### src/hdl/sdp_pkg.sv
package sdp_pkg;

	// Widths of counters
	localparam int STEP_COUNT_BITS = 16;
	localparam int TIMER_BITS      = 20;
	localparam int CFG_W           = 20;
	localparam int CFG_IDX_W       = 2;
	localparam int POS_W           = 32;

	localparam logic [TIMER_BITS-1:0] TIMER_MAX = '1;

	// Register indexes
	localparam logic [CFG_IDX_W-1:0] REG_HALF_PERIOD = 2'd0;
	localparam logic [CFG_IDX_W-1:0] REG_WAKE_TIME   = 2'd1;
	localparam logic [CFG_IDX_W-1:0] REG_STAB_TIME   = 2'd2;
	localparam logic [CFG_IDX_W-1:0] REG_ORIGIN_DIR  = 2'd3;

	// Register reset values
	localparam logic [CFG_W-1:0] HALF_PERIOD_RST = CFG_W'(1000);
	localparam logic [CFG_W-1:0] WAKE_TIME_RST   = CFG_W'(100 * 1000);
	localparam logic [CFG_W-1:0] STAB_TIME_RST   = CFG_W'(200 * 1000);

	// Command codes
	localparam logic [2:0] FUNC_TICK = 3'd0;
	localparam logic [2:0] FUNC_MOVE = 3'd1;
	localparam logic [2:0] FUNC_HOME = 3'd2;
	localparam logic [2:0] FUNC_OFF  = 3'd3;
	localparam logic [2:0] FUNC_HOLD = 3'd4;

	typedef enum logic [2:0] {
		MODE_IDLE      = 3'd0,
		MODE_MOVE_WAKE = 3'd1,
		MODE_MOVE_HIGH = 3'd2,
		MODE_MOVE_LOW  = 3'd3,
		MODE_HOME_WAKE = 3'd4,
		MODE_HOME_HIGH = 3'd5,
		MODE_HOME_LOW  = 3'd6,
		MODE_STABILIZE = 3'd7
	} mode_t;

	typedef struct packed {
		logic [CFG_W-1:0] half_period;
		logic [CFG_W-1:0] wake_time;
		logic [CFG_W-1:0] stab_time;
		logic             origin_dir;
	} cfg_t;

	typedef struct packed {
		logic [2:0]  func;
		logic        move_direction;
		logic [15:0] step_count;
		logic        origin_switch;
	} cmd_t;

	typedef struct packed {
		logic              step_pulse;
		logic              direction_line;
		logic              driver_enable;
		logic [POS_W-1:0]  position;
		logic              busy_res;
	} res_t;

	// Clamp a register value to the timer range
	function automatic logic [TIMER_BITS-1:0] sat_timer(input logic [CFG_W-1:0] v);
		logic [CFG_W+TIMER_BITS-1:0] vw;
		vw = (CFG_W + TIMER_BITS)'(v);
		if (vw > (CFG_W + TIMER_BITS)'(TIMER_MAX))
			return TIMER_MAX;
		return TIMER_BITS'(v);
	endfunction

	// Half-period in ticks, never zero
	function automatic logic [TIMER_BITS-1:0] half_ticks(input logic [CFG_W-1:0] v);
		logic [TIMER_BITS-1:0] h;
		h = sat_timer(v);
		return (h == '0) ? TIMER_BITS'(1) : h;
	endfunction

endpackage

### src/hdl/sdp_if.sv
// Command channel
interface sdp_cmd_if;
	logic        valid;
	logic        ready;
	logic [2:0]  func;
	logic        move_direction;
	logic [15:0] step_count;
	logic        origin_switch;

	modport source (output valid, func, move_direction, step_count, origin_switch,
		input ready);
	modport sink (input valid, func, move_direction, step_count, origin_switch,
		output ready);
endinterface

// Result channel
interface sdp_res_if;
	logic               valid;
	logic               ready;
	logic               step_pulse;
	logic               direction_line;
	logic               driver_enable;
	logic signed [31:0] position;
	logic               busy_res;

	modport source (output valid, step_pulse, direction_line, driver_enable, position,
		busy_res, input ready);
	modport sink (input valid, step_pulse, direction_line, driver_enable, position,
		busy_res, output ready);
endinterface

### src/hdl/stepper_step_dir_pulse_controller_core.sv
// Step/dir pulse controller.
// Each result is registered in the output buffer before it is presented.
// Throughput: one request per cycle while the output buffer can take a result.
// A two-entry output buffer keeps requests flowing while one result waits.
// Reset (arst_n low, asynchronous): idle, lines low, position 0, registers
// at 1000, 100000, 200000 and 0; no clearing pass.
module stepper_step_dir_pulse_controller_core
	import sdp_pkg::*;
(
	input  logic                 clk,
	input  logic                 arst_n,
	input  logic                 cfg_we,
	input  logic [CFG_IDX_W-1:0] cfg_index,
	input  logic [CFG_W-1:0]     cfg_data,
	sdp_cmd_if.sink              cmd,
	sdp_res_if.source            res
);

	cfg_t cfg;
	cmd_t cmd_in;
	res_t res_d;
	res_t res_out;
	logic acc;

	assign acc = cmd.valid && cmd.ready;

	assign cmd_in.func           = cmd.func;
	assign cmd_in.move_direction = cmd.move_direction;
	assign cmd_in.step_count     = cmd.step_count;
	assign cmd_in.origin_switch  = cmd.origin_switch;

	sdp_cfg u_cfg (
		.clk       (clk),
		.arst_n    (arst_n),
		.cfg_we    (cfg_we),
		.cfg_index (cfg_index),
		.cfg_data  (cfg_data),
		.cfg       (cfg)
	);

	sdp_ctrl u_ctrl (
		.clk    (clk),
		.arst_n (arst_n),
		.acc    (acc),
		.cmd    (cmd_in),
		.cfg    (cfg),
		.res_d  (res_d)
	);

	sdp_obuf u_obuf (
		.clk        (clk),
		.arst_n     (arst_n),
		.push       (acc),
		.push_data  (res_d),
		.push_ready (cmd.ready),
		.out_valid  (res.valid),
		.out_ready  (res.ready),
		.out_data   (res_out)
	);

	assign res.step_pulse     = res_out.step_pulse;
	assign res.direction_line = res_out.direction_line;
	assign res.driver_enable  = res_out.driver_enable;
	assign res.position       = res_out.position;
	assign res.busy_res       = res_out.busy_res;

	// Skid entry in use implies the main entry holds a result
	a_skid_implies_main: assert property (@(posedge clk) disable iff (!arst_n)
		!cmd.ready |-> res.valid)
		else $error("output buffer skid full while main entry empty");

	// Step line only high while a command runs
	a_step_only_busy: assert property (@(posedge clk) disable iff (!arst_n)
		(res.valid && res.step_pulse) |-> res.busy_res)
		else $error("step pulse high while idle");

	// Driver stays enabled through any busy period
	a_busy_enabled: assert property (@(posedge clk) disable iff (!arst_n)
		(res.valid && res.busy_res) |-> res.driver_enable)
		else $error("busy with driver disabled");

	// A stalled result holds its position
	a_result_hold: assert property (@(posedge clk) disable iff (!arst_n)
		(res.valid && !res.ready) |=> (res.valid && $stable(res.position)))
		else $error("stalled result changed");

endmodule

### src/hdl/sdp_cfg.sv
module sdp_cfg
	import sdp_pkg::*;
(
	input  logic                 clk,
	input  logic                 arst_n,
	input  logic                 cfg_we,
	input  logic [CFG_IDX_W-1:0] cfg_index,
	input  logic [CFG_W-1:0]     cfg_data,
	output cfg_t                 cfg
);

	cfg_t cfg_q;

	// Register file, write only
	always_ff @(posedge clk or negedge arst_n) begin
		if (!arst_n) begin
			cfg_q.half_period <= HALF_PERIOD_RST;
			cfg_q.wake_time   <= WAKE_TIME_RST;
			cfg_q.stab_time   <= STAB_TIME_RST;
			cfg_q.origin_dir  <= 1'b0;
		end else if (cfg_we) begin
			case (cfg_index)
				REG_HALF_PERIOD: cfg_q.half_period <= cfg_data;
				REG_WAKE_TIME:   cfg_q.wake_time   <= cfg_data;
				REG_STAB_TIME:   cfg_q.stab_time   <= cfg_data;
				REG_ORIGIN_DIR:  cfg_q.origin_dir  <= cfg_data[0];
				default: ;
			endcase
		end
	end

	assign cfg = cfg_q;

endmodule

### src/hdl/sdp_ctrl.sv
module sdp_ctrl
	import sdp_pkg::*;
(
	input  logic clk,
	input  logic arst_n,
	input  logic acc,
	input  cmd_t cmd,
	input  cfg_t cfg,
	output res_t res_d
);

	mode_t                      mode_q, mode_d;
	logic [TIMER_BITS-1:0]      timer_q, timer_d;
	logic [STEP_COUNT_BITS-1:0] steps_q, steps_d;
	logic                       dir_q, dir_d;
	logic                       en_q, en_d;
	logic [POS_W-1:0]           pos_q, pos_d;

	logic                       is_tick;
	logic                       phase_end;
	logic [TIMER_BITS-1:0]      t_dec;
	logic [TIMER_BITS-1:0]      half;
	logic [TIMER_BITS-1:0]      wake_sat;
	logic [TIMER_BITS-1:0]      stab_sat;
	logic [STEP_COUNT_BITS-1:0] cnt;
	logic [STEP_COUNT_BITS-1:0] steps_dec;
	logic                       pos_dir;

	// Shared terms
	assign is_tick   = (cmd.func == FUNC_TICK);
	assign t_dec     = (timer_q != '0) ? timer_q - TIMER_BITS'(1) : '0;
	assign phase_end = is_tick && (mode_q != MODE_IDLE) && (t_dec == '0);
	assign half      = half_ticks(cfg.half_period);
	assign wake_sat  = sat_timer(cfg.wake_time);
	assign stab_sat  = sat_timer(cfg.stab_time);
	assign cnt       = STEP_COUNT_BITS'(cmd.step_count);
	assign steps_dec = steps_q - STEP_COUNT_BITS'(1);
	assign pos_dir   = (dir_q == ~cfg.origin_dir);

	// Next mode
	always_comb begin
		mode_d = mode_q;
		if (acc) begin
			if (is_tick) begin
				if (phase_end) begin
					case (mode_q)
						MODE_MOVE_WAKE: mode_d = (steps_q == '0) ? MODE_IDLE : MODE_MOVE_HIGH;
						MODE_MOVE_HIGH: mode_d = MODE_MOVE_LOW;
						MODE_HOME_HIGH: mode_d = MODE_HOME_LOW;
						MODE_MOVE_LOW:  mode_d = (steps_dec == '0) ? MODE_IDLE : MODE_MOVE_HIGH;
						MODE_HOME_WAKE,
						MODE_HOME_LOW:  mode_d = cmd.origin_switch ? MODE_HOME_HIGH : MODE_IDLE;
						default:        mode_d = MODE_IDLE;
					endcase
				end
			end else if (mode_q == MODE_IDLE) begin
				case (cmd.func)
					FUNC_MOVE: begin
						if (wake_sat != '0)
							mode_d = MODE_MOVE_WAKE;
						else
							mode_d = (cnt == '0) ? MODE_IDLE : MODE_MOVE_HIGH;
					end
					FUNC_HOME: begin
						if (wake_sat != '0)
							mode_d = MODE_HOME_WAKE;
						else
							mode_d = cmd.origin_switch ? MODE_HOME_HIGH : MODE_IDLE;
					end
					FUNC_HOLD: mode_d = (stab_sat == '0) ? MODE_IDLE : MODE_STABILIZE;
					default: ;
				endcase
			end
		end
	end

	// Timer, step counter, line levels and position
	always_comb begin
		timer_d = timer_q;
		steps_d = steps_q;
		dir_d   = dir_q;
		en_d    = en_q;
		pos_d   = pos_q;
		if (acc) begin
			if (is_tick) begin
				if (mode_q != MODE_IDLE && !phase_end) begin
					timer_d = t_dec;
				end else if (phase_end) begin
					case (mode_q)
						MODE_MOVE_WAKE: timer_d = (steps_q == '0) ? '0 : half;
						MODE_MOVE_HIGH,
						MODE_HOME_HIGH: timer_d = half;
						MODE_MOVE_LOW: begin
							pos_d   = pos_dir ? pos_q + POS_W'(1) : pos_q - POS_W'(1);
							steps_d = steps_dec;
							timer_d = (steps_dec == '0) ? '0 : half;
						end
						MODE_HOME_WAKE: begin
							timer_d = cmd.origin_switch ? half : '0;
							if (!cmd.origin_switch)
								pos_d = '0;
						end
						MODE_HOME_LOW: begin
							timer_d = cmd.origin_switch ? half : '0;
							pos_d   = '0;
						end
						default: timer_d = '0;
					endcase
				end
			end else if (mode_q == MODE_IDLE) begin
				case (cmd.func)
					FUNC_MOVE: begin
						dir_d   = cmd.move_direction;
						en_d    = 1'b1;
						steps_d = cnt;
						if (wake_sat != '0)
							timer_d = wake_sat;
						else
							timer_d = (cnt == '0) ? '0 : half;
					end
					FUNC_HOME: begin
						dir_d = cfg.origin_dir;
						en_d  = 1'b1;
						if (wake_sat != '0) begin
							timer_d = wake_sat;
						end else begin
							timer_d = cmd.origin_switch ? half : '0;
							if (!cmd.origin_switch)
								pos_d = '0;
						end
					end
					FUNC_OFF: en_d = 1'b0;
					FUNC_HOLD: begin
						en_d    = 1'b1;
						timer_d = stab_sat;
					end
					default: ;
				endcase
			end
		end
	end

	// State registers
	always_ff @(posedge clk or negedge arst_n) begin
		if (!arst_n) begin
			mode_q  <= MODE_IDLE;
			timer_q <= '0;
			steps_q <= '0;
			dir_q   <= 1'b0;
			en_q    <= 1'b0;
			pos_q   <= '0;
		end else begin
			mode_q  <= mode_d;
			timer_q <= timer_d;
			steps_q <= steps_d;
			dir_q   <= dir_d;
			en_q    <= en_d;
			pos_q   <= pos_d;
		end
	end

	// Result after the update; step line is high exactly in the high phases
	always_comb begin
		res_d.step_pulse     = (mode_d == MODE_MOVE_HIGH) || (mode_d == MODE_HOME_HIGH);
		res_d.direction_line = dir_d;
		res_d.driver_enable  = en_d;
		res_d.position       = pos_d;
		res_d.busy_res       = (mode_d != MODE_IDLE);
	end

endmodule

### src/hdl/sdp_obuf.sv
module sdp_obuf
	import sdp_pkg::*;
(
	input  logic clk,
	input  logic arst_n,
	input  logic push,
	input  res_t push_data,
	output logic push_ready,
	output logic out_valid,
	input  logic out_ready,
	output res_t out_data
);

	logic main_v_q, skid_v_q;
	res_t main_q, skid_q;
	logic slot_free;

	assign slot_free  = !main_v_q || out_ready;
	assign push_ready = !skid_v_q;

	// Valid flags
	always_ff @(posedge clk or negedge arst_n) begin
		if (!arst_n) begin
			main_v_q <= 1'b0;
			skid_v_q <= 1'b0;
		end else if (slot_free) begin
			main_v_q <= skid_v_q || push;
			skid_v_q <= 1'b0;
		end else if (push) begin
			skid_v_q <= 1'b1;
		end
	end

	// Payload
	always_ff @(posedge clk) begin
		if (slot_free) begin
			main_q <= skid_v_q ? skid_q : push_data;
		end else if (push) begin
			skid_q <= push_data;
		end
	end

	assign out_valid = main_v_q;
	assign out_data  = main_q;

endmodule

### src/flat_wrapper.sv
// flat-port wrapper written by rule: the top's interface ports become plain ports
module stepper_step_dir_pulse_controller_core_flat import sdp_pkg::*;
  (clk, arst_n, cfg_we, cfg_index, cfg_data, cmd_valid, cmd_func, cmd_move_direction, cmd_step_count, cmd_origin_switch, cmd_ready, res_valid, res_step_pulse, res_direction_line, res_driver_enable, res_position, res_busy_res, res_ready);
  sdp_cmd_if cmd_i ();
  sdp_res_if res_i ();
  input  logic clk;
  input  logic arst_n;
  input  logic cfg_we;
  input  logic [CFG_IDX_W-1:0] cfg_index;
  input  logic [CFG_W-1:0] cfg_data;
  input wire logic [$bits(cmd_i.valid)-1:0] cmd_valid;
  input wire logic [$bits(cmd_i.func)-1:0] cmd_func;
  input wire logic [$bits(cmd_i.move_direction)-1:0] cmd_move_direction;
  input wire logic [$bits(cmd_i.step_count)-1:0] cmd_step_count;
  input wire logic [$bits(cmd_i.origin_switch)-1:0] cmd_origin_switch;
  output wire logic [$bits(cmd_i.ready)-1:0] cmd_ready;
  output wire logic [$bits(res_i.valid)-1:0] res_valid;
  output wire logic [$bits(res_i.step_pulse)-1:0] res_step_pulse;
  output wire logic [$bits(res_i.direction_line)-1:0] res_direction_line;
  output wire logic [$bits(res_i.driver_enable)-1:0] res_driver_enable;
  output wire logic [$bits(res_i.position)-1:0] res_position;
  output wire logic [$bits(res_i.busy_res)-1:0] res_busy_res;
  input wire logic [$bits(res_i.ready)-1:0] res_ready;
  assign cmd_i.valid = cmd_valid;
  assign cmd_i.func = cmd_func;
  assign cmd_i.move_direction = cmd_move_direction;
  assign cmd_i.step_count = cmd_step_count;
  assign cmd_i.origin_switch = cmd_origin_switch;
  assign cmd_ready = cmd_i.ready;
  assign res_valid = res_i.valid;
  assign res_step_pulse = res_i.step_pulse;
  assign res_direction_line = res_i.direction_line;
  assign res_driver_enable = res_i.driver_enable;
  assign res_position = res_i.position;
  assign res_busy_res = res_i.busy_res;
  assign res_i.ready = res_ready;
  stepper_step_dir_pulse_controller_core u_core (.clk(clk), .arst_n(arst_n), .cfg_we(cfg_we), .cfg_index(cfg_index), .cfg_data(cfg_data), .cmd(cmd_i), .res(res_i));
endmodule
### config.mk
export PLATFORM = sky130hd
export DESIGN_NAME = stepper_step_dir_pulse_controller_core_flat
export DESIGN_NICKNAME = d
export VERILOG_FILES = /design/src/hdl/sdp_pkg.sv /design/src/hdl/sdp_if.sv /design/src/hdl/stepper_step_dir_pulse_controller_core.sv /design/src/hdl/sdp_cfg.sv /design/src/hdl/sdp_ctrl.sv /design/src/hdl/sdp_obuf.sv /design/src/flat_wrapper.sv
export SDC_FILE = /design/constraint.sdc
export NUM_CORES = 1
export LEC_CHECK = 0
export BUFFER_PORTS_ARGS = -buffer_cell sky130_fd_sc_hd__buf_2
export CAP_MARGIN = 5
export CORE_AREA = 2 2 143 145
export DETAILED_ROUTE_END_ITERATION = 12
export DIE_AREA = 0 0 145 147
export HOLD_SLACK_MARGIN = 0.12
export PLACE_DENSITY = 0.87
export SLEW_MARGIN = 30
export SYNTH_ARGS = -nofsm -noshare
export SYNTH_HDL_FRONTEND = slang
export SYNTH_HIERARCHICAL = 1
export SYNTH_SLANG_ARGS = --single-unit
export TNS_END_PERCENT = 1
### constraint.sdc
create_clock -name clk -period 6.8 [get_ports clk]
set_input_delay 0.68 -clock clk [delete_from_list [all_inputs] [get_ports clk]]
set_output_delay 0.68 -clock clk [all_outputs]
set_load 0.01 [all_outputs]
==> run metrics, run 1 <==
Post-CTS Setup Inserts 0; pin count of the biggest net entering global routing between 90 and 100; Yosys reg bits 208; Max-Cap Viols 0; global-route wire length before repair around 47000 um; setup TNS 0 ps; Pins Over Slew Limit 0; unrepaired setup endpoints after global routing no; CP max-delay cell xnor2_2; Tcrit/Tclk final 71.9%; vias in the first global route 8977; initial antenna violation count 0; Compound-Gate Fraction of Synth Area 15.6%; worst clock skew approximately 21 ps; Power Density 336 nW/um^2; Worst-Skew Late Latency 520 ps; syn nets 1202; Port Buf Inserts 85; outcome complete, no violations; cts bufs inserted 22; Routed wire per std cell slightly below 20 um; GRT Util Overall 26.6%; Setup Crit Path Kind register to register; Worst-Margin Slew 911 ps; via count 9366; Mapped Cells about 1100; Largest delay share family, worst path compound AO/OA/AOI/OAI gates; Residual DRC 0; Hold WC Path Type input pin to async pin; DRT iter0 DRCs 886; design area 13200 sq um; sequential area share after synthesis roughly 47%; post-detail-place hpwl 19700 um; Synth Flop Type dfrtp_1; Final Util 66.4%; Post-Synth XOR/XNOR Area 3.41%; Ports 86; area grow syn2layout 11.7%; area of the core 19800 sq um; H-tree depth 1; die area 21300 sq um; final setup margin 1910 ps; mean post-synth cell area 10.5 sq um; final worst path period need 4890 ps; Warnings, synthesis 6; number of core rows 52; Unique masters post-synth 78; most frequent CP cell o21ai_0; smallest hold slack 228 ps; CP Buf/Inv Count 1; worst IR drop on VDD slightly above 0.2 mV; # fillers 1501; Critical Path AT 5150 ps; CTS sink cnt approximately 210; non-filler instance count after layout 1471; Post-Synth Simple-Gate Area 15.0%; clk buf depth 3; CP startpoint kind register; cells along the critical path xnor2_2 -> buf_4 -> ha_1 -> nor2b_1 -> o31a_1 -> nor4b_1 -> nor3_1 -> o31ai_1 -> a31oi_1 -> a221oi_1 -> o21ai_0 -> xnor2_1 -> o21ai_0 -> mux2_4; ys async rst share 65.4%; TritonCTS clock tree done; Mapped Area 11800 sq um; CP Capture Type register; post-synthesis adder-cell area fraction under 10%; Placed Instances 1431; Final Hold Viols 0; static leakage 5.54 nW; Pwr Total between 4 and 5 mW; share of layout cells above drive strength 1 between 20 and 25%; Die W about 150 um; mux contribution to synthesized area around 12%; Max transition margin ~39%; Post-DRT Antenna Nets 0; Worst-path clk slew 60 ps; initial core utilization 59.5%; crit path max fanout 19; RD Place Congestion 0.987; CP required 7050 ps; hold_buf cts 0; Final setup viols 0; Post-synth EDFFs 72; Die Y 147 um; Pre-Repair DR Iteration Count 5; final WL 28600 um; Place WS 1910 ps; clk root buf clkbuf_16; main combinational cell family by area after synthesis compound AO/OA/AOI/OAI gates; Worst path max stage delay 670 ps; DR vias/cell 6.37; fin nets 1267; area post-placement 12400 sq um; fmax 204 MHz; GR Overflow Total 0; n_diodes 0; Post-CTS Resized 0
-- worst reg2reg max path, cell delays in order (launching register included) --
cell and delay (ps):
dfrtp_1 420, xnor2_2 670, buf_4 390, ha_1 330
nor2b_1 160, o31a_1 280, nor4b_1 270, nor3_1 100
o31ai_1 470, a31oi_1 230, a221oi_1 510, o21ai_0 220
xnor2_1 160, o21ai_0 150, mux2_4 300
-- report_power, final --
part	leakage, nW	switching, mW	internal [mW]	total [mW]
registers	2.37	0.296	1.55	1.85
clock network	0.369	0.491	0.786	1.28
logic	2.80	0.737	0.565	1.30
total	5.54	1.52	2.91	4.43
-- registers in the layout, indices dropped and copies added, names as in the netlist --
signal / cells
u_core/u_cfg/cfg: 61
u_core/u_obuf/out_data: 36
u_core/u_obuf/skid_q: 36
u_core/u_ctrl/pos_q: 32
u_core/u_ctrl/timer_q: 20
u_core/u_ctrl/steps_q: 16
u_core/u_ctrl/mode_q: 3
u_core/u_ctrl/dir_q: 1
u_core/u_ctrl/en_q: 1
u_core/u_obuf/out_valid: 1
u_core/u_obuf/skid_v_q: 1
-- area by class of cell --
type	instances	area (sq um)	area share [%]
tap	270	338	2.56
multi-input combinational	833	5850	44.4
clock buffer	30	612	4.64
sequential	208	5590	42.4
inverter	22	82.6	0.627
timing repair buffer	98	549	4.17
clock inverter	10	164	1.24
-- cell usage after synthesis, drive strengths merged, types with 5 or more instances --
library cell	instances	share of area, %
inv	22	0.70
mux2i	5	0.42
nand4	13	0.69
or3	8	0.42
and3b	6	0.45
xor2	16	1.2
o211ai	9	0.57
nand3	23	1.0
a21o	12	0.76
o31ai	6	0.50
dfstp	18	4.0
nor3b	5	0.36
nor2b	9	0.48
edfxtp	72	18
nor3	30	1.3
a221oi	12	0.89
o22ai	9	0.48
nor2	57	1.8
o21ai	70	3.0
a31oi	14	0.74
nor4	27	1.6
ha	33	3.5
and2	7	0.37
a21oi	117	5.0
a22o	8	0.59
mux2	97	11
nand2	128	4.1
nand2b	8	0.42
buf	21	1.5
o221ai	5	0.37
clkbuf	36	1.1
xnor2	30	2.2
dfrtp	118	25
and3	6	0.32
nand3b	11	0.70
-- layer usage --
layer	GRT usage, %	vias up	part of all wire (%)
met1	35.0	4496	41
met3	3.45	74	7.4
met2	45.9	489	49
li1	-	4307	-
met4	9.06	0	2.8
met5	0	-	0
-- layout by cell type (no fill, tap or decap), types with 6 or more instances in the layout --
| cell type | count |
|---|---|
| dfrtp_1 | 117 |
| a221oi_1 | 12 |
| and2_1 | 7 |
| nor3_1 | 30 |
| mux2_4 | 58 |
| nor2b_1 | 9 |
| nand4_1 | 13 |
| dfstp_2 | 18 |
| a31oi_1 | 14 |
| xor2_1 | 16 |
| xnor2_1 | 29 |
| a21o_1 | 12 |
| buf_2 | 84 |
| nand3_1 | 22 |
| nand2b_1 | 7 |
| nor2_1 | 54 |
| clkbuf_1 | 6 |
| nor4_1 | 25 |
| a21oi_1 | 115 |
| inv_1 | 22 |
| clkbuf_16 | 23 |
| and3b_1 | 6 |
| buf_4 | 12 |
| o22ai_1 | 9 |
| a22o_1 | 8 |
| nand2_1 | 127 |
| o211ai_1 | 9 |
| edfxtp_1 | 72 |
| ha_1 | 33 |
| mux2_2 | 38 |
| and3_1 | 6 |
| o21ai_0 | 63 |
| or3_1 | 7 |
| nand3b_1 | 11 |
| o21ai_1 | 6 |
-- cell families (layout without fill, tap and decap cells) --
kind of cell / count (synthesis) / after routing
simple gates: 353 / 353
fa+ha+maj: 34 / 34
xor+xnor: 46 / 46
buf+inv: 79 / 160
mux: 102 / 102
flops: 208 / 208
compound gates: 298 / 298
-- path summary, 6_finish.rpt --
path	from	depth (start not counted)	end	slack, ps
worst min register to register	u_core/u_ctrl/pos_q[29]	2	u_core/u_ctrl/pos_q[29]	540
worst max-delay path	u_core/u_cfg/cfg[0]	14	u_core/u_obuf/out_data[31]	1910
worst max register to register	u_core/u_cfg/cfg[0]	14	u_core/u_obuf/out_data[31]	1910
min in group clk	cfg_data[6]	2	u_core/u_cfg/cfg[27]	420
max in group asynchronous	arst_n	2	u_core/u_obuf/skid_v_q	5460
worst min-delay path	arst_n	1	u_core/u_ctrl/steps_q[10]	230
No activity file was read; power rests on OpenSTA's default activity.
==> run 2: changes to the inputs <==
--- a/config.mk
+++ b/config.mk
@@ -5,13 +5,14 @@
 export SDC_FILE = /design/constraint.sdc
 export NUM_CORES = 1
 export LEC_CHECK = 0
+export ABC_AREA = 1
 export BUFFER_PORTS_ARGS = -buffer_cell sky130_fd_sc_hd__buf_2
 export CAP_MARGIN = 5
-export CORE_AREA = 2 2 143 145
+export CORE_AREA = 2 2 153 155
 export DETAILED_ROUTE_END_ITERATION = 12
-export DIE_AREA = 0 0 145 147
+export DIE_AREA = 0 0 155 157
 export HOLD_SLACK_MARGIN = 0.12
-export PLACE_DENSITY = 0.87
+export PLACE_DENSITY = 0.88
 export SLEW_MARGIN = 30
 export SYNTH_ARGS = -nofsm -noshare
 export SYNTH_HDL_FRONTEND = slang
==> constraint.sdc (replaced) <==
create_clock -name clk -period 4.6 [get_ports clk]
set_input_delay 0.46 -clock clk [delete_from_list [all_inputs] [get_ports clk]]
set_output_delay 0.46 -clock clk [all_outputs]
set_load 0.01 [all_outputs]
==> run metrics, run 2 <==
number of core rows 55 (was 52); clk buf depth 3 (unchanged); pin count of the biggest net entering global routing 104 (was 95); max FFs per register 61 (unchanged); H-tree depth 1 (unchanged); Mapped Area 13900 sq um (was 11800 sq um); Final setup viols 0 (unchanged); Pre-Repair DR Iteration Count 6 (was 5); hold-critical path depth 3; worst IR drop on VDD 0.305 mV (was 0.207 mV); hold_buf cts 1 (was 0); Max transition margin 35.9% (was 39.1%); Routed wire per std cell 18.6 um (was 19.5 um); Setup Crit Path Kind register to register (unchanged); initial core utilization 61.7% (was 59.5%); sequential area share after synthesis 40.3% (was 47.4%); Power Density 431 nW/um^2 (was 336 nW/um^2); GRT Util Overall 34.8% (was 26.6%); Final Util 67.1% (was 66.4%); die area 24300 sq um (was 21300 sq um); area grow syn2layout 8.78% (was 11.7%); syn nets 1998 (was 1202); Tcrit/Tclk final 82.2% (was 71.9%); n_diodes 0 (unchanged); post-detail-place hpwl 30300 um (was 19700 um); most common cell after layout, fill and taps aside nand2_1 (unchanged); Synth Flop Type dfrtp_1 (unchanged); mean post-synth cell area 7.24 sq um (was 10.5 sq um); final worst path period need 3780 ps (was 4890 ps); ys async rst share 65.4% (unchanged); final WL 42100 um (was 28600 um); Post-DRT Antenna Nets 0 (unchanged); GR Overflow Total 0 (unchanged); via count 14000 (was 9366); DRT iter0 DRCs 1477 (was 886); Post-synth EDFFs 72 (unchanged); Unique masters post-synth 50 (was 78); TritonCTS clock tree done (unchanged); Hold WC Path Type input pin to register (was input pin to async pin); leading area contributor after synthesis dfrtp_1 (unchanged); most frequent cells in the layout nand2_1 (661), nor2_1 (166), nand3_1 (165) (was nand2_1 (127), dfrtp_1 (117), a21oi_1 (115)); Worst-Skew Late Latency 520 ps (about the same); Critical Path AT 4160 ps (was 5150 ps); vias in the first global route 13200 (was 8977); HP Start cfg_data[8]; Post-CTS Resized 0 (unchanged); clk root buf clkbuf_16 (unchanged); share of the synthesized area in the top cell type 21.3% (was 25.0%); static leakage 7.23 nW (was 5.54 nW); share of layout cells above drive strength 1 12.3% (was 22.6%); Placed Instances 2224 (was 1431); CP required 4980 ps (was 7050 ps); fin nets 2047 (was 1267); Yosys reg bits 208 (unchanged); reg2reg end u_core/u_obuf/out_data[29] (was u_core/u_obuf/out_data[31]); Worst-path clk slew 60 ps (about the same); Mapped Cells 1916 (was 1120); Place WS 875 ps (was 1910 ps); Pins Over Slew Limit 0 (unchanged); area post-placement 14400 sq um (was 12400 sq um); most common cell in the synthesized netlist nand2_1 (unchanged); global-route wire length before repair 67700 um (was 46600 um); FF-to-FF setup slack 820 ps (was 1910 ps); CP Capture Type register (unchanged); non-filler instance count after layout 2266 (was 1471); Final Hold Viols 0 (unchanged); fmax 265 MHz (was 204 MHz); Worst R2R Start u_core/u_ctrl/timer_q[0] (was u_core/u_cfg/cfg[0]); CTS sink cnt 208 (unchanged); unrepaired setup endpoints after global routing no (unchanged); final setup margin 820 ps (was 1910 ps); cts bufs inserted 22 (unchanged); smallest hold slack 180 ps (was 228 ps); Residual DRC 0 (unchanged); setup TNS 0 ps (unchanged); Post-CTS Setup Inserts 0 (unchanged); initial antenna violation count 0 (unchanged); hold endpoint u_core/u_cfg/cfg[49]; Die W 155 um (was 145 um); worst-case reg-to-reg path depth 16 (was 14); area of the core 22500 sq um (was 19800 sq um); Die Y 157 um (was 147 um); crit path max fanout 24 (was 19); Ports 86 (unchanged); most frequent cells after synthesis nand2_1 (661), nor2_1 (167), nand3_1 (165) (was nand2_1 (127), dfrtp_1 (118), a21oi_1 (115)); CP startpoint kind register (unchanged); Worst-Margin Slew 960 ps (was 911 ps); Warnings, synthesis 6 (unchanged); Port Buf Inserts 85 (unchanged); Pwr Total 6.51 mW (was 4.43 mW); top cells by area, synth dfrtp_1 (21%), nand2_1 (18%), edfxtp_1 (16%), nand3_1 (5.9%), nor2_1 (4.5%) (was dfrtp_1 (25%), edfxtp_1 (18%), mux2_4 (7.4%), a21oi_1 (4.9%), nand2_1 (4.0%)); RD Place Congestion 1.03 (was 0.987); design area 15100 sq um (was 13200 sq um); worst clock skew 8.20 ps (was 20.9 ps); outcome complete, no violations (unchanged); DR vias/cell 6.18 (was 6.37); Max-Cap Viols 0 (unchanged)
run 2: changes by cell type after synthesis, sizes merged, moves of 19 or more:
cell,previous run,this run
mux2,97,0
buf,21,55
nand4,13,69
inv,22,157
nor2,57,188
o21ai,70,101
nand3,23,175
or2,3,22
nand2,128,669
run 2: how the worst max path moves through the flow:
stage / from / to / slack [ps] / depth (start not counted)
after global placement: u_core/u_cfg/cfg[0] / u_core/u_obuf/out_data[19] / 740 / 18
after detailed placement: cmd_func[2] / u_core/u_ctrl/timer_q[14] / 880 / 13
final: u_core/u_ctrl/timer_q[0] / u_core/u_obuf/out_data[29] / 820 / 16
after CTS: u_core/u_ctrl/timer_q[0] / u_core/u_obuf/out_data[20] / 950 / 15
after floorplan: res_ready / u_core/u_obuf/skid_q[0] / 1200 / 3
after global routing: u_core/u_ctrl/timer_q[0] / u_core/u_obuf/out_data[29] / 600 / 16
run 2: layer usage:
layer  up-vias  share of wire [%]  GRT usage, %
met3       222                7.4          4.05
li1       6478                  -             -
met1      6490                 37          41.8
met5         -                  0             0
met2       803                 49          60.4
met4         0                7.0          21.3
run 2: area by class of cell:
type / instances / area, sq um
clock inverters: 13 / 126
inverters: 159 / 597
fillers: 1879 / 7400
flip-flops and latches: 208 / 5590
clock buffers: 27 / 569
repair buffers: 102 / 604
well taps: 285 / 357
multi-input cells: 1472 / 7260
run 2: power by group:
group | internal, mW | total [mW] | leakage, nW | switching (mW)
Sequential | 2.30 | 2.63 | 2.38 | 0.331
Clock | 0.996 | 1.75 | 0.343 | 0.749
Combinational | 0.713 | 2.14 | 4.51 | 1.42
run 2: kinds of logic (layout without fill, tap and decap cells):
kind of cell	count (synthesis)	in the layout	synth area share [%]
xor+xnor	21	21	1.33
flops	208	208	40.3
mux	3	3	0.216
simple gates	1150	1150	36.2
fa+ha+maj	34	34	3.12
buf+inv	236	301	7.56
compound gates	264	264	11.3
run 2: worst max-delay path, cell delays in order, from the launching register on:
cell	delay, ps
dfrtp_1	380
inv_1	140
ha_1	290
nand2_2	120
nor2_4	180
nand3_4	320
nand3_1	300
nand2_1	110
nor2_1	190
nand4_1	130
nor2_2	170
nand2_1	390
nor3_2	320
nor2_1	100
o21ai_1	260
nand2_1	130
nand2_1	110
